==> src/rtl/dtfp_pkg.sv <==
`default_nettype none

package dtfp_pkg;

  // Result status codes
  typedef enum logic [2:0] {
    StOk       = 3'd0,
    StEmpty    = 3'd1,
    StNoDigit  = 3'd2,
    StBadChar  = 3'd3,
    StOverflow = 3'd4
  } status_e;

  // ASCII codes the parser reacts to
  localparam logic [7:0] CharZero  = 8'h30;
  localparam logic [7:0] CharNine  = 8'h39;
  localparam logic [7:0] CharMinus = 8'h2d;
  localparam logic [7:0] CharPlus  = 8'h2b;
  localparam logic [7:0] CharPoint = 8'h2e;

  localparam int unsigned FracW = 5;
  localparam logic [FracW-1:0] FracMax = 5'd31;
  localparam int unsigned MagW = 32;

  // Per-field flags carried from one character to the next
  typedef struct packed {
    logic             minus;
    logic             point;
    logic             digit;
    status_e          err;
    logic [FracW-1:0] frac;
    logic             at_start;
  } flags_t;

  localparam flags_t FlagsClear = '{
    minus:    1'b0,
    point:    1'b0,
    digit:    1'b0,
    err:      StOk,
    frac:     '0,
    at_start: 1'b1
  };

endpackage

`default_nettype wire

==> src/rtl/dtfp_char_if.sv <==
`default_nettype none

// Character channel: one character of a field per item
interface dtfp_char_if;
  logic       valid;
  logic       ready;
  logic [7:0] char_code;
  logic       is_last;
  logic       field_empty;

  modport source (output valid, output char_code, output is_last, output field_empty,
                  input ready);
  modport sink   (input valid, input char_code, input is_last, input field_empty,
                  output ready);
endinterface

`default_nettype wire

==> src/rtl/dtfp_result_if.sv <==
`default_nettype none

// Result channel: one parsed field per item
interface dtfp_result_if;
  logic        valid;
  logic        ready;
  logic [2:0]  status;
  logic        negative;
  logic [31:0] magnitude;
  logic [4:0]  fraction_digits;

  modport source (output valid, output status, output negative, output magnitude,
                  output fraction_digits, input ready);
  modport sink   (input valid, input status, input negative, input magnitude,
                  input fraction_digits, output ready);
endinterface

`default_nettype wire

==> src/rtl/dtfp_step.sv <==
`default_nettype none

// One parser step: folds one character into the field state and
// decides whether the field ends here.
module dtfp_step #(
  parameter int unsigned MANTISSA_BITS = 32
) (
  input  var logic [MANTISSA_BITS-1:0] acc_i,
  input  var dtfp_pkg::flags_t         flags_i,
  input  var logic                     mode_i,
  input  var logic [7:0]               char_code_i,
  input  var logic                     is_last_i,
  input  var logic                     field_empty_i,
  output logic [MANTISSA_BITS-1:0]     acc_o,
  output dtfp_pkg::flags_t             flags_o,
  output logic                         done_o,
  output dtfp_pkg::status_e            status_o,
  output logic [MANTISSA_BITS-1:0]     res_acc_o,
  output dtfp_pkg::flags_t             res_flags_o
);

  localparam int unsigned ProdW = MANTISSA_BITS + 4;

  logic             is_digit;
  logic [3:0]       digit_val;
  logic [ProdW-1:0] acc_ext;
  logic [ProdW-1:0] prod;
  logic             mant_ovf;
  logic [MANTISSA_BITS-1:0] acc_upd;
  dtfp_pkg::flags_t flags_upd;

  // acc * 10 + d as two shifts and adds; overflow shows in the top bits
  assign is_digit  = (char_code_i inside {[dtfp_pkg::CharZero:dtfp_pkg::CharNine]});
  assign digit_val = 4'(char_code_i - dtfp_pkg::CharZero);
  assign acc_ext   = ProdW'(acc_i);
  assign prod      = (acc_ext << 3) + (acc_ext << 1) + ProdW'(digit_val);
  assign mant_ovf  = |prod[ProdW-1:MANTISSA_BITS];

  // Character classification and flag update; first error wins
  always_comb begin
    acc_upd            = acc_i;
    flags_upd          = flags_i;
    flags_upd.at_start = 1'b0;
    if (flags_i.err == dtfp_pkg::StOk) begin
      if (is_digit) begin
        if (mant_ovf || (flags_i.point && flags_i.frac == dtfp_pkg::FracMax)) begin
          flags_upd.err = dtfp_pkg::StOverflow;
        end else begin
          acc_upd         = prod[MANTISSA_BITS-1:0];
          flags_upd.digit = 1'b1;
          if (flags_i.point) begin
            flags_upd.frac = flags_i.frac + 5'd1;
          end
        end
      end else if (mode_i && flags_i.at_start && char_code_i == dtfp_pkg::CharMinus) begin
        flags_upd.minus = 1'b1;
      end else if (mode_i && flags_i.at_start && char_code_i == dtfp_pkg::CharPlus) begin
        flags_upd.minus = flags_i.minus;
      end else if (mode_i && !flags_i.point && char_code_i == dtfp_pkg::CharPoint) begin
        flags_upd.point = 1'b1;
      end else begin
        flags_upd.err = dtfp_pkg::StBadChar;
      end
    end
  end

  // Field end: pick status and clear the state for the next field
  always_comb begin
    done_o      = 1'b0;
    status_o    = dtfp_pkg::StOk;
    acc_o       = acc_upd;
    flags_o     = flags_upd;
    res_acc_o   = acc_upd;
    res_flags_o = flags_upd;
    if (field_empty_i) begin
      done_o   = 1'b1;
      status_o = dtfp_pkg::StEmpty;
    end else if (is_last_i) begin
      done_o = 1'b1;
      if (flags_upd.err != dtfp_pkg::StOk) begin
        status_o = flags_upd.err;
      end else if (mode_i && !flags_upd.digit) begin
        status_o = dtfp_pkg::StNoDigit;
      end
    end
    if (done_o) begin
      acc_o   = '0;
      flags_o = dtfp_pkg::FlagsClear;
    end
  end

endmodule

`default_nettype wire

==> src/rtl/decimal_text_field_parser.sv <==
// Decimal text field parser. Takes one ASCII character per item on char_i
// (is_last marks the final character, field_empty stands for a field with no
// characters) and returns one result per field on result_o: status, sign,
// the digits as one unsigned integer, and the count of digits after the point,
// so the value is magnitude / 10^fraction_digits. decimal_mode = 0 accepts
// digits only; 1 also accepts one leading sign and one point and requires a
// digit. On any failure the payload fields are zero. Throughput is one
// character per cycle while the result side is not stalled; a result is offered once
// its last character is in the input register and the step has moved into the
// result register. The rate is set by the accumulator loop, one multiply-by-ten
// add per cycle. An output register decouples the two sides; while a result
// waits, the input register holds its character, whether or not that
// character ends a field.
`default_nettype none

module decimal_text_field_parser #(
  parameter int unsigned MANTISSA_BITS = 32
) (
  input  var logic          clk_i,
  input  var logic          rst_ni,
  input  var logic          decimal_mode_we_i,
  input  var logic          decimal_mode_i,
  dtfp_char_if.sink         char_i,
  dtfp_result_if.source     result_o
);

  logic mode_q;

  logic       in_vld_q;
  logic [7:0] char_q;
  logic       last_q;
  logic       empty_q;

  logic [MANTISSA_BITS-1:0] acc_q, acc_d;
  dtfp_pkg::flags_t         flags_q, flags_d;

  logic                     done;
  dtfp_pkg::status_e        status;
  logic [MANTISSA_BITS-1:0] res_acc;
  dtfp_pkg::flags_t         res_flags;
  logic [MANTISSA_BITS+31:0] res_acc_ext;

  logic        out_vld_q;
  logic [2:0]  status_q;
  logic        negative_q;
  logic [31:0] magnitude_q;
  logic [4:0]  frac_q;

  logic accept;
  logic advance;

  // Handshake: the input stage moves when the result register can take a result
  assign advance      = in_vld_q && (!out_vld_q || result_o.ready);
  assign char_i.ready = !in_vld_q || advance;
  assign accept       = char_i.valid && char_i.ready;

  // Mode register
  always_ff @(posedge clk_i or negedge rst_ni) begin
    if (!rst_ni) begin
      mode_q <= 1'b0;
    end else if (decimal_mode_we_i) begin
      mode_q <= decimal_mode_i;
    end
  end

  // Input register
  always_ff @(posedge clk_i or negedge rst_ni) begin
    if (!rst_ni) begin
      in_vld_q <= 1'b0;
    end else if (accept) begin
      in_vld_q <= 1'b1;
    end else if (advance) begin
      in_vld_q <= 1'b0;
    end
  end

  always_ff @(posedge clk_i) begin
    if (accept) begin
      char_q  <= char_i.char_code;
      last_q  <= char_i.is_last;
      empty_q <= char_i.field_empty;
    end
  end

  dtfp_step #(
    .MANTISSA_BITS(MANTISSA_BITS)
  ) u_step (
    .acc_i        (acc_q),
    .flags_i      (flags_q),
    .mode_i       (mode_q),
    .char_code_i  (char_q),
    .is_last_i    (last_q),
    .field_empty_i(empty_q),
    .acc_o        (acc_d),
    .flags_o      (flags_d),
    .done_o       (done),
    .status_o     (status),
    .res_acc_o    (res_acc),
    .res_flags_o  (res_flags)
  );

  // Field state
  always_ff @(posedge clk_i or negedge rst_ni) begin
    if (!rst_ni) begin
      acc_q   <= '0;
      flags_q <= dtfp_pkg::FlagsClear;
    end else if (advance) begin
      acc_q   <= acc_d;
      flags_q <= flags_d;
    end
  end

  // Result register
  assign res_acc_ext = {32'd0, res_acc};

  always_ff @(posedge clk_i or negedge rst_ni) begin
    if (!rst_ni) begin
      out_vld_q <= 1'b0;
    end else if (advance && done) begin
      out_vld_q <= 1'b1;
    end else if (result_o.ready) begin
      out_vld_q <= 1'b0;
    end
  end

  always_ff @(posedge clk_i) begin
    if (advance && done) begin
      status_q <= status;
      if (status == dtfp_pkg::StOk) begin
        negative_q  <= res_flags.minus;
        magnitude_q <= res_acc_ext[31:0];
        frac_q      <= res_flags.frac;
      end else begin
        negative_q  <= 1'b0;
        magnitude_q <= '0;
        frac_q      <= '0;
      end
    end
  end

  assign result_o.valid           = out_vld_q;
  assign result_o.status          = status_q;
  assign result_o.negative        = negative_q;
  assign result_o.magnitude       = magnitude_q;
  assign result_o.fraction_digits = frac_q;

endmodule

`default_nettype wire

==> src/flat_wrapper.sv <==
// flat-port wrapper written by rule: the top's interface ports become plain ports
module decimal_text_field_parser_flat 
#(
  parameter int unsigned MANTISSA_BITS = 32
)
  (clk_i, rst_ni, decimal_mode_we_i, decimal_mode_i, char_i_valid, char_i_char_code, char_i_is_last, char_i_field_empty, char_i_ready, result_o_valid, result_o_status, result_o_negative, result_o_magnitude, result_o_fraction_digits, result_o_ready);
  dtfp_char_if char_i_i ();
  dtfp_result_if result_o_i ();
  input  var logic clk_i;
  input  var logic rst_ni;
  input  var logic decimal_mode_we_i;
  input  var logic decimal_mode_i;
  input wire logic [$bits(char_i_i.valid)-1:0] char_i_valid;
  input wire logic [$bits(char_i_i.char_code)-1:0] char_i_char_code;
  input wire logic [$bits(char_i_i.is_last)-1:0] char_i_is_last;
  input wire logic [$bits(char_i_i.field_empty)-1:0] char_i_field_empty;
  output wire logic [$bits(char_i_i.ready)-1:0] char_i_ready;
  output wire logic [$bits(result_o_i.valid)-1:0] result_o_valid;
  output wire logic [$bits(result_o_i.status)-1:0] result_o_status;
  output wire logic [$bits(result_o_i.negative)-1:0] result_o_negative;
  output wire logic [$bits(result_o_i.magnitude)-1:0] result_o_magnitude;
  output wire logic [$bits(result_o_i.fraction_digits)-1:0] result_o_fraction_digits;
  input wire logic [$bits(result_o_i.ready)-1:0] result_o_ready;
  assign char_i_i.valid = char_i_valid;
  assign char_i_i.char_code = char_i_char_code;
  assign char_i_i.is_last = char_i_is_last;
  assign char_i_i.field_empty = char_i_field_empty;
  assign char_i_ready = char_i_i.ready;
  assign result_o_valid = result_o_i.valid;
  assign result_o_status = result_o_i.status;
  assign result_o_negative = result_o_i.negative;
  assign result_o_magnitude = result_o_i.magnitude;
  assign result_o_fraction_digits = result_o_i.fraction_digits;
  assign result_o_i.ready = result_o_ready;
  decimal_text_field_parser #(.MANTISSA_BITS(MANTISSA_BITS)) u_core (.clk_i(clk_i), .rst_ni(rst_ni), .decimal_mode_we_i(decimal_mode_we_i), .decimal_mode_i(decimal_mode_i), .char_i(char_i_i), .result_o(result_o_i));
endmodule
==> config.mk <==
export PLATFORM = sky130hd
export DESIGN_NAME = decimal_text_field_parser_flat
export DESIGN_NICKNAME = d
export VERILOG_FILES = /design/src/rtl/dtfp_pkg.sv /design/src/rtl/dtfp_char_if.sv /design/src/rtl/dtfp_result_if.sv /design/src/rtl/dtfp_step.sv /design/src/rtl/decimal_text_field_parser.sv /design/src/flat_wrapper.sv
export SDC_FILE = /design/constraint.sdc
export NUM_CORES = 1
export LEC_CHECK = 0
export BUFFER_PORTS_ARGS = -buffer_cell sky130_fd_sc_hd__buf_4
export CAP_MARGIN = 20
export CORE_UTILIZATION = 56
export CTS_BUF_LIST = sky130_fd_sc_hd__clkbuf_16
export CTS_CLUSTER_DIAMETER = 60
export DETAILED_ROUTE_END_ITERATION = 8
export MAX_ROUTING_LAYER = met4
export PLACE_DENSITY = 0.73
export SLEW_MARGIN = 15
export SYNTH_ARGS = -nofsm -noshare
export SYNTH_HDL_FRONTEND = slang
export SYNTH_SLANG_ARGS = --single-unit
==> constraint.sdc <==
create_clock -name clk_i -period 11.9 [get_ports clk_i]
set_input_delay 2.975 -clock clk_i [delete_from_list [all_inputs] [get_ports clk_i]]
set_output_delay 2.975 -clock clk_i [all_outputs]
set_load 0.02 [all_outputs]
; Word level (Yosys, flattened, before mapping)
; Index checks and enable logic that the tools add are counted.
[word_totals]
word_cells = 88
regBits = 98
output_inout_bits = 43
n_memories = 0
ramBits = 0
in_bits = 16
latch_bits = 0
rom_bits = 0
[op_classes]
bitwise = 0
n_mul = 0
n_reduce_logical = 27
div_mod_pow = 0
eq_ne = 7
n_lt_le_gt_ge = 2
n_mux = 31
addsub = 4
n_shift = 0
[op_table]
columns = operator, count
row1 = 32-bit 2-to-1 mux, 4
row2 = 35-bit by 33-bit adder with 36-bit output, 1
row3 = 36-bit by 4-bit adder with 36-bit output, 1
row4 = 8-bit by 6-bit equality test with 1-bit output (second input constant), 3
row5 = 3-bit 2-to-1 mux, 8
row6 = 5-bit 2-to-1 mux, 3
row7 = 1-bit 2-to-1 mux, 12
row8 = 12-bit 2-to-1 mux, 1
row9 = 1-bit logical AND, 11
row10 = 11-bit 2-to-1 mux, 1
row11 = 8-bit by 6-bit greater-or-equal comparator with 1-bit output (second input constant), 1
row12 = 8-bit by 6-bit <= comparator with 1-bit output (second input constant), 1
row13 = 2-bit nonzero test, 4
row14 = 3-bit logical NOT, 2
row15 = 2-bit by 1-bit inequality test with 1-bit output (second input constant), 3
row16 = 6-bit AND reduction, 1
row17 = 5-bit by 1-bit adder with 5-bit output (second input constant), 1
row18 = 5-bit equality test (second input constant), 1
row19 = 1-bit logical NOT, 4
row20 = 2-bit 2-to-1 mux, 2
row21 = 4-bit OR reduction, 1
row22 = 4-bit by 1-bit subtractor with 4-bit output (second input constant), 1
row23 = 1-bit logical OR, 3
row24 = 3-bit nonzero test, 1

; Logic depth before layout (Yosys ltp)
; Gate-level depths: netlist of the first run.
[logic_depth]
word_depth = 15
mapped_depth = 15
mapped_depth_nobuf = 13

; Hierarchy
; A second synthesis of the first run with hierarchy kept.
[hier_totals]
cells_unflattened = 747
area_unflattened_um2 = 7310.8
[modules_own_cells]
columns = module, instances, cells_per_inst, seq_area_each_um2, area_per_inst_um2
row1 = decimal_text_field_parser, 1, 199, 2708.8, 3731.1
row2 = dtfp_step, 1, 548, 0.0, 3579.7

; Worst setup path before layout of the first run
; OpenSTA, ideal clock, no wires.
[synth_timing]
kind = input-to-output
start = in result_o_ready
end = out char_i_ready
arrival_ps = 3253
setup_slack_ps = 5672
required_time_ps = 8925
n_path_buf = 0
path_stages = 1
path_cell_list = nand3b_1
[synth_via]
elab_chain_len = 3
[synth_rtl]
columns = item, line
row1 = start: declaration, flat_wrapper.sv:23  ; input wire logic [$bits(result_o_i.ready)-1:0] result_o_ready;
row2 = 1-bit logical OR, decimal_text_field_parser.sv:53  ; assign advance = in_vld_q && (!out_vld_q || result_o.ready);
row3 = 1-bit logical AND, decimal_text_field_parser.sv:53
row4 = 1-bit logical OR, decimal_text_field_parser.sv:54  ; assign char_i.ready = !in_vld_q || advance;
row5 = end: declaration, flat_wrapper.sv:17  ; output wire logic [$bits(char_i_i.ready)-1:0] char_i_ready;
; No other way between the ends.

; Worst setup path after layout of the first run
; Same ends and word-level chain as after synthesis.

==> metrics.md, run 1 <==
| Metric | Value |
|---|---|
| YS warnings | 0 |
| H-tree levels | 3 |
| Largest net degree at the start of global routing | 54 |
| Gpl congestion | 0.869 |
| Post-Route WL | 15.4 mm |
| Crit path required time | 8.93 ns |
| Initial DRC Count | 349 |
| Post-synth top area share | 0.231 |
| Syn Inst Count | 642 |
| Routed Antenna Nets | 0 |
| DP HPWL | 11.0 mm |
| Hold Crit Class | flop to flop |
| Power per cell area | 109 mW/mm² |
| Post-CTS sizing | 0 |
| # rows | 39 |
| Avg Vias per Cell | 6.38 |
| GR Util All Layers | 0.272 |
| Antenna violations before repair | 0 |
| CTS buffer count | 9 |
| Mapped cell area | 0.00664 mm² |
| Die Span X | 111 µm |
| # fillers | 880 |
| FMAX | 155 MHz |
| CP max stage cell | nand3b_1 |
| Initial Util | 0.579 |
| CP top delay family | buffers and inverters |
| Most used cell, CP | buf_4 |
| Clk slew on worst S/H paths | 0.07 ns |
| RSZ-0062 raised after global routing | false |
| CTS tree | yes |
| I/O pin total | 59 |
| Clk root buf | clkbuf_16 |
| Vias in the first global route | 5167 |
| Seq/Total Area, Yosys | 0.408 |
| Worst VDD drop | 0.107 mV |
| Avg Inst Size Synth | 10.3 µm² |
| DP Worst Slack | 5.47 ns |
| Syn Nets | 725 |
| Leak | 0.00344 µW |
| TNS Setup | 0 ns |
| Run status | finished clean |
| Initial DRT Pass Iterations | 5 |
| Max Cap Viol | 0 |
| DRC Markers | 0 |
| Crit share post-route | 0.540 |
| Share of cells above drive strength 1 | 0.132 |
| CTS max path bufs | 2 |
| DR vias | 5269 |
| Pwr Total | 806 µW |
| Non-Filler Instances | 826 |
| # port buffers | 58 |
| Startpoint Class | primary input |
| Worst slew pin tran | 0.989 ns |
| Area growth syn-to-layout | 11.9% |
| Drt wl/cell | 18.7 µm |
| Antenna diodes | 0 |
| Crit path kind | primary input to output port |
| Slew Limit Fails | 0 |
| Nets | 761 |
| Clock Latency Late Sink | 0.36 ns |
| Post-CTS setup repair buffer count | 0 |
| Number of flops mapped to enable cells by yosys | 51 |
| Kind of end point of the critical path | output port |
| Final hold violations | 0 |
| Chip height | 111 µm |
| First-pass GRT wire length | 25.9 mm |
| Crit path cell chain | buf_4, nand3b_1, buf_4 |
| Post-synth top area cell | edfxtp_1 |
| Core outline area | 0.0115 mm² |
| Final worst path period need | 6.43 ns |
| CP peak stage delay | 0.19 ns |
| Synth top area cells | edfxtp_1 23%, dfrtp_1 17%, ha_1 12%, a21oi_1 5.0%, mux2i_1 4.7% |
| Top-count cell post-synth | a21oi_1 |
| Crit-path max FO | 3 |
| Worst slew margin | 0.340 |
| Total Die Area | 0.0123 mm² |
| CTS sink count | 98 |
| Final Setup Violations | 0 |
| Post-synth cell types | 73 |
| Fraction of registers with async set/reset | 0.480 |
| Placed Cells | 810 |
| Crit path arrival time | 3.46 ns |
| GR Overflow Total | 0 |
| Hold_ws | 0.514 ns |
| Hold Buf Count CTS | 0 |
| Synth top cells by count | 66 x a21oi_1, 65 x ha_1, 51 x edfxtp_1, 46 x dfrtp_1, 39 x nor2_1 |
| Most common flop cell mapped by yosys | edfxtp_1 |
| Buf+Inv Stages, Crit Path | 2 |
| Worst Clk Skew | 0.0113 ns |
| Yosys reg bits | 98 |
| Worst setup margin | 5.47 ns |
## through the flow
stage	util	area [µm²]
floorplan	-	6640
detailed placement	0.620	7110
global route	0.648	7430
finish	0.648	7430
global placement	0.620	7110
CTS	0.648	7430
## worst reg2reg max path, delay by kind of cell (launching register included)
kind	cells	cell delay, ns
AOI/OAI and AO/OA	4	0.99
xor gates and xnor gates	1	0.22
adders and majority gates	2	0.99
buffers and inverters	4	1.17
DFF	1	0.39
and+or+nand+nor	4	1.33
## state kept, by name (all words and copies together) (netlist names), 3 cells and up
signal,count
u_core.char_q,8
u_core.acc_q,32
u_core.result_o.magnitude,32
u_core.result_o.status,3
u_core.result_o.fraction_digits,5
u_core.flags_q,12
## worst paths after layout
kind                                    from                 to  slack [ns]  cells past startpoint
setup reg to reg             u_core.acc_q[0]    u_core.acc_q[5]        6.75                     15
max in group asynchronous             rst_ni    u_core.acc_q[8]        8.82                      1
setup / recovery              result_o_ready       char_i_ready        5.47                      3
min in group asynchronous             rst_ni   u_core.acc_q[22]        2.65                      1
hold / removal             u_core.flags_q[0]  u_core.flags_q[0]        0.51                      2
hold reg to reg            u_core.flags_q[0]  u_core.flags_q[0]        0.51                      2
## power by group
group,leakage [µW],switching [µW],internal [µW],total (µW)
clock network,0.000161,130,184,314
logic,0.00213,71.1,32.0,103
registers,0.00114,9.89,379,388
## layout by cell type, fill, tap and decap left out, types with 4 or more instances in the layout
cell type	count
ha_1	65
nand4_1	9
xor2_1	11
a21oi_1	66
nand2_1	31
o21ai_0	22
o211ai_1	6
o21a_1	6
clkbuf_16	9
a211oi_1	9
edfxtp_1	51
nand2b_1	6
nor2_1	39
a22o_1	31
and4_1	4
nand3_1	12
a22oi_1	4
buf_4	63
a211o_1	7
dfrtp_1	46
and3_1	8
nor4_1	4
nor3_1	12
xnor2_1	18
mux2i_1	31
inv_1	16
and2_1	7
a21o_1	19
## logic make-up (layout without fill, tap and decap cells)
family	count (synthesis)	after routing	synth area share
AOI/OAI and AO/OA	209	209	0.218
xor gates and xnor gates	29	29	0.0383
adders and majority gates	67	67	0.129
buffers and inverters	54	95	0.0369
DFF	98	98	0.408
muxes	32	32	0.0484
and+or+nand+nor	153	153	0.122
## per-layer routing
layer  GRT usage  vias to the layer above  wire (µm)
met3      0.0426                       18        669
met1       0.363                     2578       7220
met2       0.419                      146       7240
met5           -                        -          0
met4       0.104                        0        284
li1            -                     2527          -
## cell type report
class                      count  area [µm²]  area share
multi-input combinational    490        3690       0.497
clock inverter                 7        91.3      0.0123
sequential                    98        2710       0.365
timing repair buffer          63         473      0.0637
inverter                      16        60.1     0.00809
clock buffer                   9         225      0.0303
tap                          143         179      0.0241
(Power assumes the default switching activity.)
==> run 2: changes to the inputs <==
Settings changed: CORE_UTILIZATION 56 to 55, PLACE_DENSITY 0.73 to 0.74.
Clock period 11.9 ns to 5.37 ns, I/O delays scaled along.
==> run 2 against run 1 <==
The run now ends with design-rule violations left; sequential share of layout area shrank 0.15 points; sequential power up 120%; final area increased by 0.42%; largest power group unchanged; highest routed layer unchanged.
==> metrics.md, run 2 (same netlist as run 1, synthesis figures left out) <==
| Metric | Value |
|---|---|
| Pwr Total | 1790 µW |
| Psw | 469 µW |
| Area growth syn-to-layout | 12.3% |
| Hold Buf Count CTS | 0 |
| Core outline area | 0.0116 mm² |
| Final worst path period need | 4.49 ns |
| Worst slew pin tran | 0.995 ns |
| Slew Limit Fails | 0 |
| Chip height | 112 µm |
| Crit-path max FO | 24 |
| Initial DRT Pass Iterations | 7 |
| Share of cells above drive strength 1 | 0.133 |
| Clk slew on worst S/H paths | 0.07 ns |
| Drt wl/cell | 18.9 µm |
| CTS sink count | 98 |
| Worst Clk Skew | 0.00918 ns |
| Kind of end point of the critical path | flop |
| DRC Markers | 7 |
| GR Util All Layers | 0.271 |
| Leak | 0.00345 µW |
| Hold Crit Class | flop to flop |
| Hold_ws | 0.521 ns |
| TNS Setup | 0 ns |
| CTS max path bufs | 2 |
| Failing checks | design-rule violations |
| Antenna diodes | 0 |
| Avg Vias per Cell | 6.37 |
| Cell area after layout | 0.00746 mm² |
| Worst VDD drop | 0.173 mV |
| Most frequent cells in the layout | 66 x a21oi_1, 65 x ha_1, 64 x buf_4, 51 x edfxtp_1, 46 x dfrtp_1 |
| Non-Filler Instances | 828 |
| Pint | 1320 µW |
| Reg2Reg Depth | 15 |
| # rows | 39 |
| Worst slew margin | 0.336 |
| Commonest non-fill, non-tap cell in the layout | a21oi_1 |
| Total Die Area | 0.0125 mm² |
| Initial Util | 0.572 |
| Vias in the first global route | 5176 |
| Nets | 763 |
| Clk root buf | clkbuf_16 |
| Hold path depth | 2 |
| Power per cell area | 241 mW/mm² |
| CTS buffer count | 9 |
| Post-Route WL | 15.6 mm |
| FMAX | 223 MHz |
| First-pass GRT wire length | 25.9 mm |
| Placed Cells | 812 |
| Final Setup Violations | 0 |
| Seq pwr share | 0.480 |
| Crit path required time | 5.66 ns |
| GR Overflow Total | 0 |
| Gpl congestion | 0.898 |
| Post-CTS sizing | 0 |
| RSZ-0062 raised after global routing | false |
| Routed Antenna Nets | 0 |
| Startpoint Class | flop |
| Combinational fraction of design power | 0.130 |
| Die Span X | 112 µm |
| Largest net degree at the start of global routing | 48 |
| Final hold violations | 0 |
| Run status | finished with violations |
| Crit path arrival time | 4.78 ns |
| Clock Power Share | 0.390 |
| Post-CTS setup repair buffer count | 0 |
| CTS tree | yes |
| Placed cell areas | 0.00714 mm² |
| Initial DRC Count | 336 |
| Crit path kind | flop to flop |
| Max Cap Viol | 0 |
| I/O pin total | 59 |
| Sw Ratio | 0.262 |
| H-tree levels | 3 |
| DR vias | 5272 |
| DP HPWL | 11.2 mm |
| Antenna violations before repair | 0 |
| # port buffers | 58 |
| Crit share post-route | 0.836 |
| Clock Latency Late Sink | 0.36 ns |
==> run 2: changes by cell type in the layout (fill, tap and decap cells not counted) <==
cell and delta:
clkinv_2 -2, buf_12 +1, buf_4 +1, clkinvlp_4 +1, inv_1 +1, inv_6 -1, inv_8 +1
==> run 2: worst paths after layout <==
kind,startpoint,endpoint,slack [ns]
hold reg to reg,u_core.flags_q[0],u_core.flags_q[0],0.52
setup / recovery,u_core.acc_q[0],u_core.acc_q[17],0.88
setup reg to reg,u_core.acc_q[0],u_core.acc_q[17],0.88
min in group asynchronous,rst_ni,u_core.acc_q[22],1.00
hold / removal,u_core.flags_q[0],u_core.flags_q[0],0.52
max in group asynchronous,rst_ni,u_core.acc_q[6],3.92
==> run 2: per-layer routing <==
layer  up-vias  GRT usage  routed length (µm)
met5         -          -                   0
met4         0      0.111                 317
met3        21     0.0359                 676
met2       152      0.429                7340
met1      2559      0.352                7280
li1       2540          -                   -
==> run 2: area by class of cell <==
| cell class | instances | area (µm²) |
|---|---|---|
| Sequential cell | 98 | 2710 |
| Clock buffer | 9 | 225 |
| Tap cell | 143 | 179 |
| Timing Repair Buffer | 65 | 500 |
| Clock inverter | 7 | 95.1 |
| Fill cell | 932 | 4160 |
| Multi-Input combinational cell | 490 | 3690 |
| Inverter | 16 | 60.1 |
==> run 2: through the flow <==
stage / utilization / setup slack [ns]
finish: 0.642 / 0.883
global route: 0.642 / 0.686
CTS: 0.642 / 0.910
detailed placement: 0.615 / 0.951
global placement: 0.615 / 1.14
floorplan: - / 1.54
==> run 2: critical path, stage by stage (launching register included) <==
cell      delay, ns
dfrtp_1        0.41
inv_1          0.09
fa_1           0.54
inv_1          0.07
fa_1           0.45
a21o_1         0.20
a221oi_2       0.37
nor4_1         0.14
nor3_2         0.30
o311ai_1       0.17
xor2_1         0.21
nor4b_4        0.26
buf_4          0.31
and2_1         0.34
buf_4          0.37
a22o_1         0.19
==> run 2: power groups by stage <==
stage | Sequential, µW | Combinational (µW) | Clock [µW]
after floorplan | 905 | 105 | 0
after global placement | 874 | 228 | 0
after detailed placement | 875 | 234 | 0
after CTS | 860 | 235 | 714
after global routing | 865 | 253 | 738
final | 861 | 232 | 700
